**src/design/rtlw_pkg.sv**
```systemverilog
`timescale 1ns / 1ps
`default_nettype none
package rtlw_pkg;

    localparam int FRAC_BITS  = 16;
    localparam int POS_BITS   = 15;
    localparam int COUNT_BITS = 32;
    localparam int NUM_DIRS   = 4;
    localparam int THRESH_W   = 64;
    localparam int CFG_IDX_W  = 3;

    // thirds of the unit interval, rounded up
    localparam logic [63:0] ONE_THIRD_W  = ((64'd1 << FRAC_BITS) + 64'd2) / 64'd3;
    localparam logic [63:0] TWO_THIRDS_W = ((64'd1 << (FRAC_BITS + 1)) + 64'd2) / 64'd3;
    localparam logic [FRAC_BITS-1:0] ONE_THIRD  = ONE_THIRD_W[FRAC_BITS-1:0];
    localparam logic [FRAC_BITS-1:0] TWO_THIRDS = TWO_THIRDS_W[FRAC_BITS-1:0];

    typedef logic [FRAC_BITS-1:0]         frac_t;
    typedef logic [POS_BITS-1:0]          pos_t;
    typedef logic [1:0]                   dir_t;
    typedef logic signed [COUNT_BITS-1:0] count_t;
    typedef logic [THRESH_W-1:0]          thresh_t;

    localparam count_t COUNT_MAX = {1'b0, {(COUNT_BITS - 1){1'b1}}};
    localparam count_t COUNT_MIN = {1'b1, {(COUNT_BITS - 1){1'b0}}};

    localparam logic [CFG_IDX_W-1:0] REG_THRESH0 = 3'd0;
    localparam logic [CFG_IDX_W-1:0] REG_THRESH1 = 3'd1;
    localparam logic [CFG_IDX_W-1:0] REG_THRESH2 = 3'd2;
    localparam logic [CFG_IDX_W-1:0] REG_THRESH3 = 3'd3;
    localparam logic [CFG_IDX_W-1:0] REG_FLIP    = 3'd4;
    localparam logic [CFG_IDX_W-1:0] REG_WIDTH   = 3'd5;
    localparam logic [CFG_IDX_W-1:0] REG_HEIGHT  = 3'd6;

    localparam pos_t RESET_WIDTH  = POS_BITS'(10);
    localparam pos_t RESET_HEIGHT = POS_BITS'(10);

    typedef enum logic [1:0] {
        CMD_TICK,
        CMD_PLACE,
        CMD_SETDIR,
        CMD_NOP
    } cmd_t;

    typedef enum logic [2:0] {
        MV_PX,
        MV_MX,
        MV_PY,
        MV_MY,
        MV_NONE
    } move_t;

    // one classified request, waiting for the back end
    typedef struct packed {
        cmd_t                     cmd;
        logic                     flip;
        dir_t                     pick;
        move_t [NUM_DIRS-1:0]     moves;
        pos_t                     start_x;
        pos_t                     start_y;
        dir_t                     start_dir;
    } task_t;

endpackage
`default_nettype wire

```
**src/design/rtlw_front.sv**
```systemverilog
`timescale 1ns / 1ps
`default_nettype none
module rtlw_front (
    input  wire logic [1:0]                    command,
    input  wire rtlw_pkg::frac_t               rand_flip,
    input  wire rtlw_pkg::frac_t               rand_pick,
    input  wire rtlw_pkg::frac_t               rand_move,
    input  wire rtlw_pkg::pos_t                start_x,
    input  wire rtlw_pkg::pos_t                start_y,
    input  wire rtlw_pkg::dir_t                start_direction,
    input  wire rtlw_pkg::thresh_t             cum_thresh [rtlw_pkg::NUM_DIRS],
    input  wire rtlw_pkg::frac_t               flip_threshold,
    output rtlw_pkg::task_t                    task_out
);
    import rtlw_pkg::*;

    move_t [NUM_DIRS-1:0] moves;

    // first field that rand_move falls below, for every direction
    always_comb
    begin
        for (int d = 0; d < NUM_DIRS; d++)
        begin
            moves[d] = MV_NONE;
            for (int i = NUM_DIRS - 1; i >= 0; i--)
            begin
                if (rand_move < cum_thresh[d][i*FRAC_BITS +: FRAC_BITS])
                begin
                    moves[d] = move_t'(3'(i));
                end
            end
        end
    end

    always_comb
    begin
        task_out.cmd       = cmd_t'(command);
        task_out.flip      = (rand_flip <= flip_threshold);
        if (rand_pick < ONE_THIRD)
        begin
            task_out.pick = 2'd0;
        end
        else if (rand_pick < TWO_THIRDS)
        begin
            task_out.pick = 2'd1;
        end
        else
        begin
            task_out.pick = 2'd2;
        end
        task_out.moves     = moves;
        task_out.start_x   = start_x;
        task_out.start_y   = start_y;
        task_out.start_dir = start_direction;
    end

endmodule
`default_nettype wire

```
**src/design/rtlw_queue.sv**
```systemverilog
`timescale 1ns / 1ps
`default_nettype none
module rtlw_queue (
    input  wire logic             clk,
    input  wire logic             rst_n,
    input  wire logic             push,
    input  wire rtlw_pkg::task_t  item_in,
    input  wire logic             pop,
    output rtlw_pkg::task_t       head,
    output logic                  empty,
    output logic                  full
);
    import rtlw_pkg::*;

    task_t       slots_reg [2];
    logic        wr_ptr_reg;
    logic        wr_ptr_next;
    logic        rd_ptr_reg;
    logic        rd_ptr_next;
    logic [1:0]  count_reg;
    logic [1:0]  count_next;

    assign empty = (count_reg == 2'd0);
    assign full  = (count_reg == 2'd2);
    assign head  = slots_reg[rd_ptr_reg];

    always_comb
    begin
        wr_ptr_next = push ? ~wr_ptr_reg : wr_ptr_reg;
        rd_ptr_next = pop ? ~rd_ptr_reg : rd_ptr_reg;
        count_next  = count_reg + 2'(push) - 2'(pop);
    end

    always_ff @(posedge clk)
    begin
        if (push)
        begin
            slots_reg[wr_ptr_reg] <= item_in;
        end
    end

    always_ff @(posedge clk or negedge rst_n)
    begin
        if (!rst_n)
        begin
            wr_ptr_reg <= 1'b0;
            rd_ptr_reg <= 1'b0;
            count_reg  <= 2'd0;
        end
        else
        begin
            wr_ptr_reg <= wr_ptr_next;
            rd_ptr_reg <= rd_ptr_next;
            count_reg  <= count_next;
        end
    end

endmodule
`default_nettype wire

```
**src/design/rtlw_back.sv**
```systemverilog
`timescale 1ns / 1ps
`default_nettype none
module rtlw_back (
    input  wire logic             clk,
    input  wire logic             rst_n,
    input  wire rtlw_pkg::task_t  head,
    input  wire logic             empty,
    output logic                  pop,
    input  wire rtlw_pkg::pos_t   width_x,
    input  wire rtlw_pkg::pos_t   height_y,
    output logic                  out_valid,
    input  wire logic             out_stall,
    output rtlw_pkg::pos_t        walker_x,
    output rtlw_pkg::pos_t        walker_y,
    output rtlw_pkg::dir_t        walker_direction,
    output rtlw_pkg::count_t      net_crossings
);
    import rtlw_pkg::*;

    pos_t    pos_x_reg;
    pos_t    pos_x_next;
    pos_t    pos_y_reg;
    pos_t    pos_y_next;
    dir_t    dir_reg;
    dir_t    dir_next;
    count_t  count_reg;
    count_t  count_next;
    logic    out_valid_reg;
    logic    out_valid_next;
    dir_t    tick_dir;
    move_t   move;

    // state doubles as the output register: it only changes when a result is loaded
    assign pop              = !empty && (!out_valid_reg || !out_stall);
    assign out_valid        = out_valid_reg;
    assign walker_x         = pos_x_reg;
    assign walker_y         = pos_y_reg;
    assign walker_direction = dir_reg;
    assign net_crossings    = count_reg;

    always_comb
    begin
        if (head.flip)
        begin
            tick_dir = (head.pick < dir_reg) ? head.pick : head.pick + 2'd1;
        end
        else
        begin
            tick_dir = dir_reg;
        end
        move = head.moves[tick_dir];
    end

    always_comb
    begin
        pos_x_next = pos_x_reg;
        pos_y_next = pos_y_reg;
        dir_next   = dir_reg;
        count_next = count_reg;
        unique case (head.cmd)
            CMD_TICK:
            begin
                dir_next = tick_dir;
                case (move)
                    MV_PX:
                    begin
                        if (pos_x_reg >= width_x)
                        begin
                            // wrap past the right edge
                            pos_x_next = POS_BITS'(1);
                            if (count_reg != COUNT_MAX)
                            begin
                                count_next = count_reg + COUNT_BITS'(1);
                            end
                        end
                        else
                        begin
                            pos_x_next = pos_x_reg + POS_BITS'(1);
                        end
                    end
                    MV_MX:
                    begin
                        if (pos_x_reg == '0)
                        begin
                            pos_x_next = (width_x == '0) ? '0 : width_x - POS_BITS'(1);
                            if (count_reg != COUNT_MIN)
                            begin
                                count_next = count_reg - COUNT_BITS'(1);
                            end
                        end
                        else
                        begin
                            pos_x_next = pos_x_reg - POS_BITS'(1);
                        end
                    end
                    MV_PY:
                    begin
                        pos_y_next = (pos_y_reg >= height_y) ? height_y
                                                             : pos_y_reg + POS_BITS'(1);
                    end
                    MV_MY:
                    begin
                        if (pos_y_reg != '0)
                        begin
                            pos_y_next = pos_y_reg - POS_BITS'(1);
                        end
                    end
                    default:
                    begin
                        pos_x_next = pos_x_reg;
                    end
                endcase
            end
            CMD_PLACE:
            begin
                pos_x_next = head.start_x;
                pos_y_next = head.start_y;
            end
            CMD_SETDIR:
            begin
                dir_next   = head.start_dir;
                count_next = '0;
            end
            CMD_NOP:
            begin
                dir_next = dir_reg;
            end
        endcase
    end

    always_comb
    begin
        if (pop)
        begin
            out_valid_next = 1'b1;
        end
        else if (!out_stall)
        begin
            out_valid_next = 1'b0;
        end
        else
        begin
            out_valid_next = out_valid_reg;
        end
    end

    always_ff @(posedge clk or negedge rst_n)
    begin
        if (!rst_n)
        begin
            pos_x_reg     <= '0;
            pos_y_reg     <= '0;
            dir_reg       <= '0;
            count_reg     <= '0;
            out_valid_reg <= 1'b0;
        end
        else
        begin
            out_valid_reg <= out_valid_next;
            if (pop)
            begin
                pos_x_reg <= pos_x_next;
                pos_y_reg <= pos_y_next;
                dir_reg   <= dir_next;
                count_reg <= count_next;
            end
        end
    end

endmodule
`default_nettype wire

```
**src/design/run_tumble_lattice_walker.sv**
```systemverilog
// Run-and-tumble lattice walker, one step per request.
// Input channel: in_valid/in_stall with command, three 0.16 random numbers
// and the place/set-direction operands. A request is taken when in_valid is
// high and in_stall is low. Every request yields exactly one result.
// Output channel: out_valid/out_stall with walker_x, walker_y,
// walker_direction and net_crossings, the state after that step.
// Configuration: cfg_valid/cfg_ready with cfg_index (0..3 thresholds per
// direction, 4 flip threshold, 5 width, 6 height) and cfg_data; cfg_ready is
// always high. Write only while no request is in flight.
// Results: a taken request is written into the queue, and the back end then
// loads its step into the walker state, which is the output register.
// Throughput: one request per cycle while out_stall is low; the front end
// classifies a request in its accept cycle, a two-entry queue holds it, and
// the back end updates the walker state, the output register, as it pops it.
// When out_stall is high the result holds and the queue fills; in_stall
// rises once both queue entries are occupied.
// Reset clears position, direction, count and queue; thresholds reset to 0,
// width and height to 10.
`timescale 1ns / 1ps
`default_nettype none
module run_tumble_lattice_walker (
    input  wire logic                         clk,
    input  wire logic                         rst_n,
    input  wire logic                         in_valid,
    output logic                              in_stall,
    input  wire logic [1:0]                   command,
    input  wire rtlw_pkg::frac_t              rand_flip,
    input  wire rtlw_pkg::frac_t              rand_pick,
    input  wire rtlw_pkg::frac_t              rand_move,
    input  wire rtlw_pkg::pos_t               start_x,
    input  wire rtlw_pkg::pos_t               start_y,
    input  wire rtlw_pkg::dir_t               start_direction,
    output logic                              out_valid,
    input  wire logic                         out_stall,
    output rtlw_pkg::pos_t                    walker_x,
    output rtlw_pkg::pos_t                    walker_y,
    output rtlw_pkg::dir_t                    walker_direction,
    output rtlw_pkg::count_t                  net_crossings,
    input  wire logic                         cfg_valid,
    output logic                              cfg_ready,
    input  wire logic [rtlw_pkg::CFG_IDX_W-1:0] cfg_index,
    input  wire rtlw_pkg::thresh_t            cfg_data
);
    import rtlw_pkg::*;

    thresh_t  cum_thresh_reg [NUM_DIRS];
    frac_t    flip_threshold_reg;
    pos_t     width_x_reg;
    pos_t     height_y_reg;
    task_t    front_task;
    task_t    head;
    logic     push;
    logic     pop;
    logic     empty;
    logic     full;

    assign cfg_ready = 1'b1;
    assign in_stall  = full;
    assign push      = in_valid && !full;

    always_ff @(posedge clk or negedge rst_n)
    begin
        if (!rst_n)
        begin
            for (int d = 0; d < NUM_DIRS; d++)
            begin
                cum_thresh_reg[d] <= '0;
            end
            flip_threshold_reg <= '0;
            width_x_reg        <= RESET_WIDTH;
            height_y_reg       <= RESET_HEIGHT;
        end
        else if (cfg_valid && cfg_ready)
        begin
            case (cfg_index)
                REG_THRESH0: cum_thresh_reg[0] <= cfg_data;
                REG_THRESH1: cum_thresh_reg[1] <= cfg_data;
                REG_THRESH2: cum_thresh_reg[2] <= cfg_data;
                REG_THRESH3: cum_thresh_reg[3] <= cfg_data;
                REG_FLIP:    flip_threshold_reg <= cfg_data[FRAC_BITS-1:0];
                REG_WIDTH:   width_x_reg <= cfg_data[POS_BITS-1:0];
                REG_HEIGHT:  height_y_reg <= cfg_data[POS_BITS-1:0];
                default:     flip_threshold_reg <= flip_threshold_reg;
            endcase
        end
    end

    rtlw_front u_front (
        .command         (command),
        .rand_flip       (rand_flip),
        .rand_pick       (rand_pick),
        .rand_move       (rand_move),
        .start_x         (start_x),
        .start_y         (start_y),
        .start_direction (start_direction),
        .cum_thresh      (cum_thresh_reg),
        .flip_threshold  (flip_threshold_reg),
        .task_out        (front_task)
    );

    rtlw_queue u_queue (
        .clk     (clk),
        .rst_n   (rst_n),
        .push    (push),
        .item_in (front_task),
        .pop     (pop),
        .head    (head),
        .empty   (empty),
        .full    (full)
    );

    rtlw_back u_back (
        .clk              (clk),
        .rst_n            (rst_n),
        .head             (head),
        .empty            (empty),
        .pop              (pop),
        .width_x          (width_x_reg),
        .height_y         (height_y_reg),
        .out_valid        (out_valid),
        .out_stall        (out_stall),
        .walker_x         (walker_x),
        .walker_y         (walker_y),
        .walker_direction (walker_direction),
        .net_crossings    (net_crossings)
    );

endmodule
`default_nettype wire

```
**config.mk**
```make
export PLATFORM = sky130hd
export DESIGN_NAME = run_tumble_lattice_walker
export DESIGN_NICKNAME = d
export VERILOG_FILES = /design/src/design/rtlw_pkg.sv /design/src/design/rtlw_front.sv /design/src/design/rtlw_queue.sv /design/src/design/rtlw_back.sv /design/src/design/run_tumble_lattice_walker.sv
export SDC_FILE = /design/constraint.sdc
export NUM_CORES = 1
export LEC_CHECK = 0
export BUFFER_PORTS_ARGS = -buffer_cell sky130_fd_sc_hd__buf_2
export CORE_MARGIN = 5
export CORE_UTILIZATION = 58
export CTS_CLUSTER_DIAMETER = 200
export CTS_CLUSTER_SIZE = 20
export DETAILED_ROUTE_END_ITERATION = 8
export GPL_TIMING_DRIVEN = 0
export PLACE_DENSITY = 0.85
export SLEW_MARGIN = 10
export SYNTH_ARGS = -nofsm -noshare
export SYNTH_HDL_FRONTEND = slang
export SYNTH_SLANG_ARGS = --single-unit
```
**constraint.sdc**
```tcl
create_clock -name clk -period 5.5 [get_ports clk]
set_input_delay 0.275 -clock clk [delete_from_list [all_inputs] [get_ports clk]]
set_output_delay 0.275 -clock clk [all_outputs]
set_load 0.1 [all_outputs]
```
==> PnR_summary.wiki <==
{| class="wikitable"
! Metric !! Value
|-
| Outcome || finished clean
|-
| Max Clock Freq || 189 MHz
|-
| Final core occ || 0.662
|-
| Worst Skew || 0.0223 ns
|-
| First DRT Iteration DRCs || between 1500 and 2000
|-
| Final setup violation count || 0
|-
| Number of standard cells in the final layout excluding fillers || slightly below 4000
|-
| Class of the most critical setup path || reg -> reg
|-
| Count of buffers inserted at the top-level ports || roughly 220
|-
| Relative contribution of the clock network to total power || 0.141
|-
| Number of buffers created by CTS || 27
|-
| Worst min path class || in -> reg
|-
| Clock latency reported for the late side of the worst-skew pair || 0.61 ns
|-
| WL/cell || ~21 microns
|-
| Most common cell in the netlist || sky130_fd_sc_hd__dfrtp_1
|-
| Wire length of the first global-routing pass || approximately 130 mm
|-
| Sum of routed wire length over all layers || between 80 and 90 mm
|-
| Worst-path cell with the longest stage delay || sky130_fd_sc_hd__or4_4
|-
| Sequential cell fraction of total power || 0.334
|-
| Via count of the first global-routing pass || 24500
|-
| Cell leakage power || ~0.014 uW
|-
| Clock tree root buffer cell || sky130_fd_sc_hd__clkbuf_16
|-
| Main synth FF type || sky130_fd_sc_hd__dfrtp_1
|-
| Multi-input logic area || around 14000 sq um
|-
| Hold Slack || 0.0313 ns
|-
| Startpoint Class || flip-flop
|-
| Flip-flop count of the largest register, all copies and words added || between 200 and 300
|-
| Launch instance of the worst min-delay path || cfg_data[14]
|-
| Launching point of the worst reg2reg path || u_queue.rd_ptr_reg
|-
| Area of the die || ~53000 sq um
|-
| DIE HEIGHT || 229 microns
|-
| Initial antenna violation count || 3
|-
| Worst Max-Slew Pin Slew || around 0.98 ns
|-
| Ys async rst share || 0.791
|-
| Setup slack of the worst register-to-register path || roughly 0.21 ns
|-
| Starting utilization of the core area || 0.585
|-
| CP Capture Type || flip-flop
|-
| Via density || between 6 and 7
|-
| Switch share || 0.468
|-
| Internal power || 7960 uW
|-
| Unrepaired setup endpoints after global routing || false
|-
| Per-instance average area after synthesis || 9.68 sq um
|-
| Number of detailed-route iterations in the first pass || 7
|-
| Share of post-route cells with drive strength above 1 || 0.132
|-
| Number of synthesized flops with an enable pin || a little under 100
|-
| Post-CTS setup buffers || 0
|-
| HPWL after DPL || 58.2 mm
|-
| Proportion of netlist area held by the largest area contributor || 0.330
|-
| Count of cells along the worst hold path || 3
|-
| Proportion of synthesized chip area in sequential cells || 0.439
|-
| Synth top cells by count || sky130_fd_sc_hd__dfrtp_1 (367), sky130_fd_sc_hd__inv_1 (319), sky130_fd_sc_hd__nand2_1 (317), sky130_fd_sc_hd__ha_1 (297), sky130_fd_sc_hd__o21ai_0 (289)
|-
| Final net count || roughly 3700
|-
| Detail Route Antenna Nets || 0
|-
| Power density normalized to cell area || 474 nW/um^2
|-
| Global routing usage summed across all routing layers || 0.304
|-
| R2R cell count || 21
|-
| DRC violation count after routing || 0
|-
| Overflow after GRT || 0
|-
| Clock net sink count || approximately 470
|-
| Critical R2R Capture || u_back.net_crossings[28]
|-
| Number of pins with negative max-slew slack in the final report || 0
|-
| Via count of the routed design || approximately 24000
|-
| Core region area || 47600 sq um
|-
| Cell breakdown of the critical path || mux2_2 -> ha_1 -> nor2_1 -> or4_4 -> and3_4 -> o311ai_4 -> and2_1 -> buf_4 -> clkbuf_4 -> clkbuf_4 -> xnor2_1 -> ha_1 -> clkbuf_1 -> nor2_1 -> nand2_1 -> or4_1 -> a21oi_1 -> a221oi_1 -> mux2i_1 -> o21a_1 -> mux2i_1
|-
| Number of max-capacitance violations reported || 0
|-
| Area growth from synthesis to final layout || 13.2%
|-
| Mapped Cells || about 2900
|-
| Number of instances in the placed design || ~3700
|-
| Top post-synthesis cells by area || sky130_fd_sc_hd__dfrtp_1 (33%), sky130_fd_sc_hd__ha_1 (13%), sky130_fd_sc_hd__edfxtp_1 (11%)
|-
| Final critical delay including setup and external delays || between 5 and 6 ns
|-
| CTS tree || done
|-
| Worst slew margin relative to its limit || 0.339
|-
| I/O pin cnt || 221
|-
| Filler Cells Inserted || about 3600
|-
| Comb power frac || 0.525
|-
| Worst Path Required || about 6.0 ns
|-
| Max clock buf depth || 3
|-
| Floorplan die width || 229 microns
|-
| # rows || 80
|-
| Library cell with the largest summed area after synthesis || sky130_fd_sc_hd__dfrtp_1
|-
| Clock transition at path regs || around 0.090 ns
|-
| Warnings from Yosys || 0
|-
| CP Data Arrival Time || between 5 and 6 ns
|-
| Switching pwr || roughly 7000 uW
|-
| Hold violation total from the final report || 0
|-
| Largest net degree at the start of global routing || around 110
|-
| Flip-flop and latch count after synthesis || ~470
|-
| Highest cell delay on the worst timing path || roughly 0.5 ns
|-
| Share of the clock period used by the worst path || 0.961
|-
| Gp weighted congestion || between 0.9 and 1
|-
| Cell area after synthesis || 27900 sq um
|-
| Area of all sequential standard cells || 12200 sq um
|-
| Max FO, Critical Path || 10
|-
| Distinct cells, synth || 86
|-
| Total design power || between 10000 and 15000 uW
|-
| H-tree depth || 1
|-
| Peak supply drop || 0.277 mV
|-
| Synthesized Nets || ~3300
|-
| Hold EP || cum_thresh_reg[78]
|}
==> critical path, delay by kind of cell (launching register included) <==
family,cells,cell delay [ns]
AOI/OAI and AO/OA,4,0.89
DFF,1,0.36
muxes,3,0.71
xor gates and xnor gates,1,0.09
adders and majority gates,2,0.49
buffers and inverters,4,0.88
and+or+nand+nor,7,1.74
==> power groups by stage <==
stage               clock, uW  sequential [uW]  combinational [uW]
global route             2260             5080                8570
detailed placement          0             5040                7620
CTS                      2120             4970                7720
global placement            0             5010                7330
finish                   2100             4990                7860
floorplan                   0             5990                4520
==> cells by family after synthesis <==
family                   Yosys count  synth area share
multiplexers                     153            0.0607
AO/OA/AOI/OAI                    728             0.163
flip-flops                       469             0.439
AND/OR/NAND/NOR                  728             0.124
other                              1          0.000135
XOR/XNOR                          55            0.0173
buffers and inverters            447            0.0622
adder cells (fa/ha/maj)          297             0.133
==> worst max path at each step <==
stage	slack [ns]	depth (start not counted)	end	from
6_report	0.21	21	u_back.net_crossings[28]	u_queue.rd_ptr_reg
4_1_cts	0.09	21	u_back.net_crossings[28]	u_queue.rd_ptr_reg
5_1_grt	0.03	21	u_back.net_crossings[28]	u_queue.rd_ptr_reg
2_1_floorplan	0.55	21	u_back.net_crossings[28]	u_back.walker_direction[1]
3_5_place_dp	0.1	21	u_back.net_crossings[28]	u_queue.rd_ptr_reg
3_3_place_gp	-3.04	1	cum_thresh_reg[60]	rst_n
==> placed cells by master, fill, tap and decap left out, types with 12 or more instances in the layout <==
cell type | synthesis | routed
sky130_fd_sc_hd__mux2i_1 | 33 | 33
sky130_fd_sc_hd__a211oi_1 | 13 | 13
sky130_fd_sc_hd__a21o_1 | 71 | 71
sky130_fd_sc_hd__nand4_1 | 27 | 27
sky130_fd_sc_hd__nand3_1 | 43 | 43
sky130_fd_sc_hd__and3_1 | 22 | 21
sky130_fd_sc_hd__inv_1 | 319 | 319
sky130_fd_sc_hd__nand2b_1 | 36 | 36
sky130_fd_sc_hd__a21oi_1 | 116 | 116
sky130_fd_sc_hd__o21ai_0 | 289 | 289
sky130_fd_sc_hd__nor4_1 | 18 | 18
sky130_fd_sc_hd__a221oi_1 | 13 | 13
sky130_fd_sc_hd__nor3_1 | 46 | 45
sky130_fd_sc_hd__nor2_1 | 113 | 112
sky130_fd_sc_hd__edfxtp_1 | 98 | 98
sky130_fd_sc_hd__ha_1 | 297 | 297
sky130_fd_sc_hd__o31ai_1 | 16 | 16
sky130_fd_sc_hd__o21a_1 | 38 | 38
sky130_fd_sc_hd__or4_1 | 12 | 12
sky130_fd_sc_hd__o2111ai_1 | 14 | 14
sky130_fd_sc_hd__a2111oi_0 | 18 | 18
sky130_fd_sc_hd__a31oi_1 | 33 | 33
sky130_fd_sc_hd__xor2_1 | 12 | 12
sky130_fd_sc_hd__clkbuf_16 | 0 | 27
sky130_fd_sc_hd__buf_2 | 14 | 230
sky130_fd_sc_hd__nor2b_1 | 44 | 44
sky130_fd_sc_hd__dlygate4sd3_1 | 0 | 87
sky130_fd_sc_hd__mux2_2 | 119 | 119
sky130_fd_sc_hd__o22ai_1 | 18 | 18
sky130_fd_sc_hd__clkbuf_1 | 103 | 114
sky130_fd_sc_hd__o211ai_1 | 17 | 17
sky130_fd_sc_hd__dfrtp_1 | 367 | 367
sky130_fd_sc_hd__xnor2_1 | 43 | 43
sky130_fd_sc_hd__nand2_1 | 317 | 317
==> timing repair <==
action,CTS,global route
hold buffers,87,0
setup endpoints to repair,0,2
hold endpoints to repair,356,0
gates resized for setup,0,4
==> through the flow <==
stage                     instance area (sq um)   TNS, ns  setup WS [ns]
final                                     31600         0          0.215
after global routing                      31600         0         0.0331
after CTS                                 31500         0         0.0926
after detailed placement                  29900         0         0.0971
after global placement                    29700  -1095.19          -3.04
after floorplan                           27900         0          0.548
==> metal layers <==
metal / vias to the layer above / share of wire / global-route usage / wire length [microns]
met5: - / 0 / 0 / 0
met4: 0 / 0.048 / 0.127 / 3930
li1: 10800 / - / - / -
met2: 958 / 0.48 / 0.512 / 38700
met1: 11500 / 0.40 / 0.395 / 32600
met3: 250 / 0.074 / 0.0448 / 5980
==> layout make-up <==
cell class | count | area share
Inverter | 320 | 0.0381
Multi-Input combinational cell | 1962 | 0.442
Clock buffer | 38 | 0.0227
Antenna cell | 2 | 0.000159
Sequential cell | 469 | 0.388
Buffer | 127 | 0.0170
Tap cell | 615 | 0.0244
Timing Repair Buffer | 313 | 0.0670
Clock inverter | 2 | 0.00115
No activity file was read; power rests on OpenSTA's default activity.
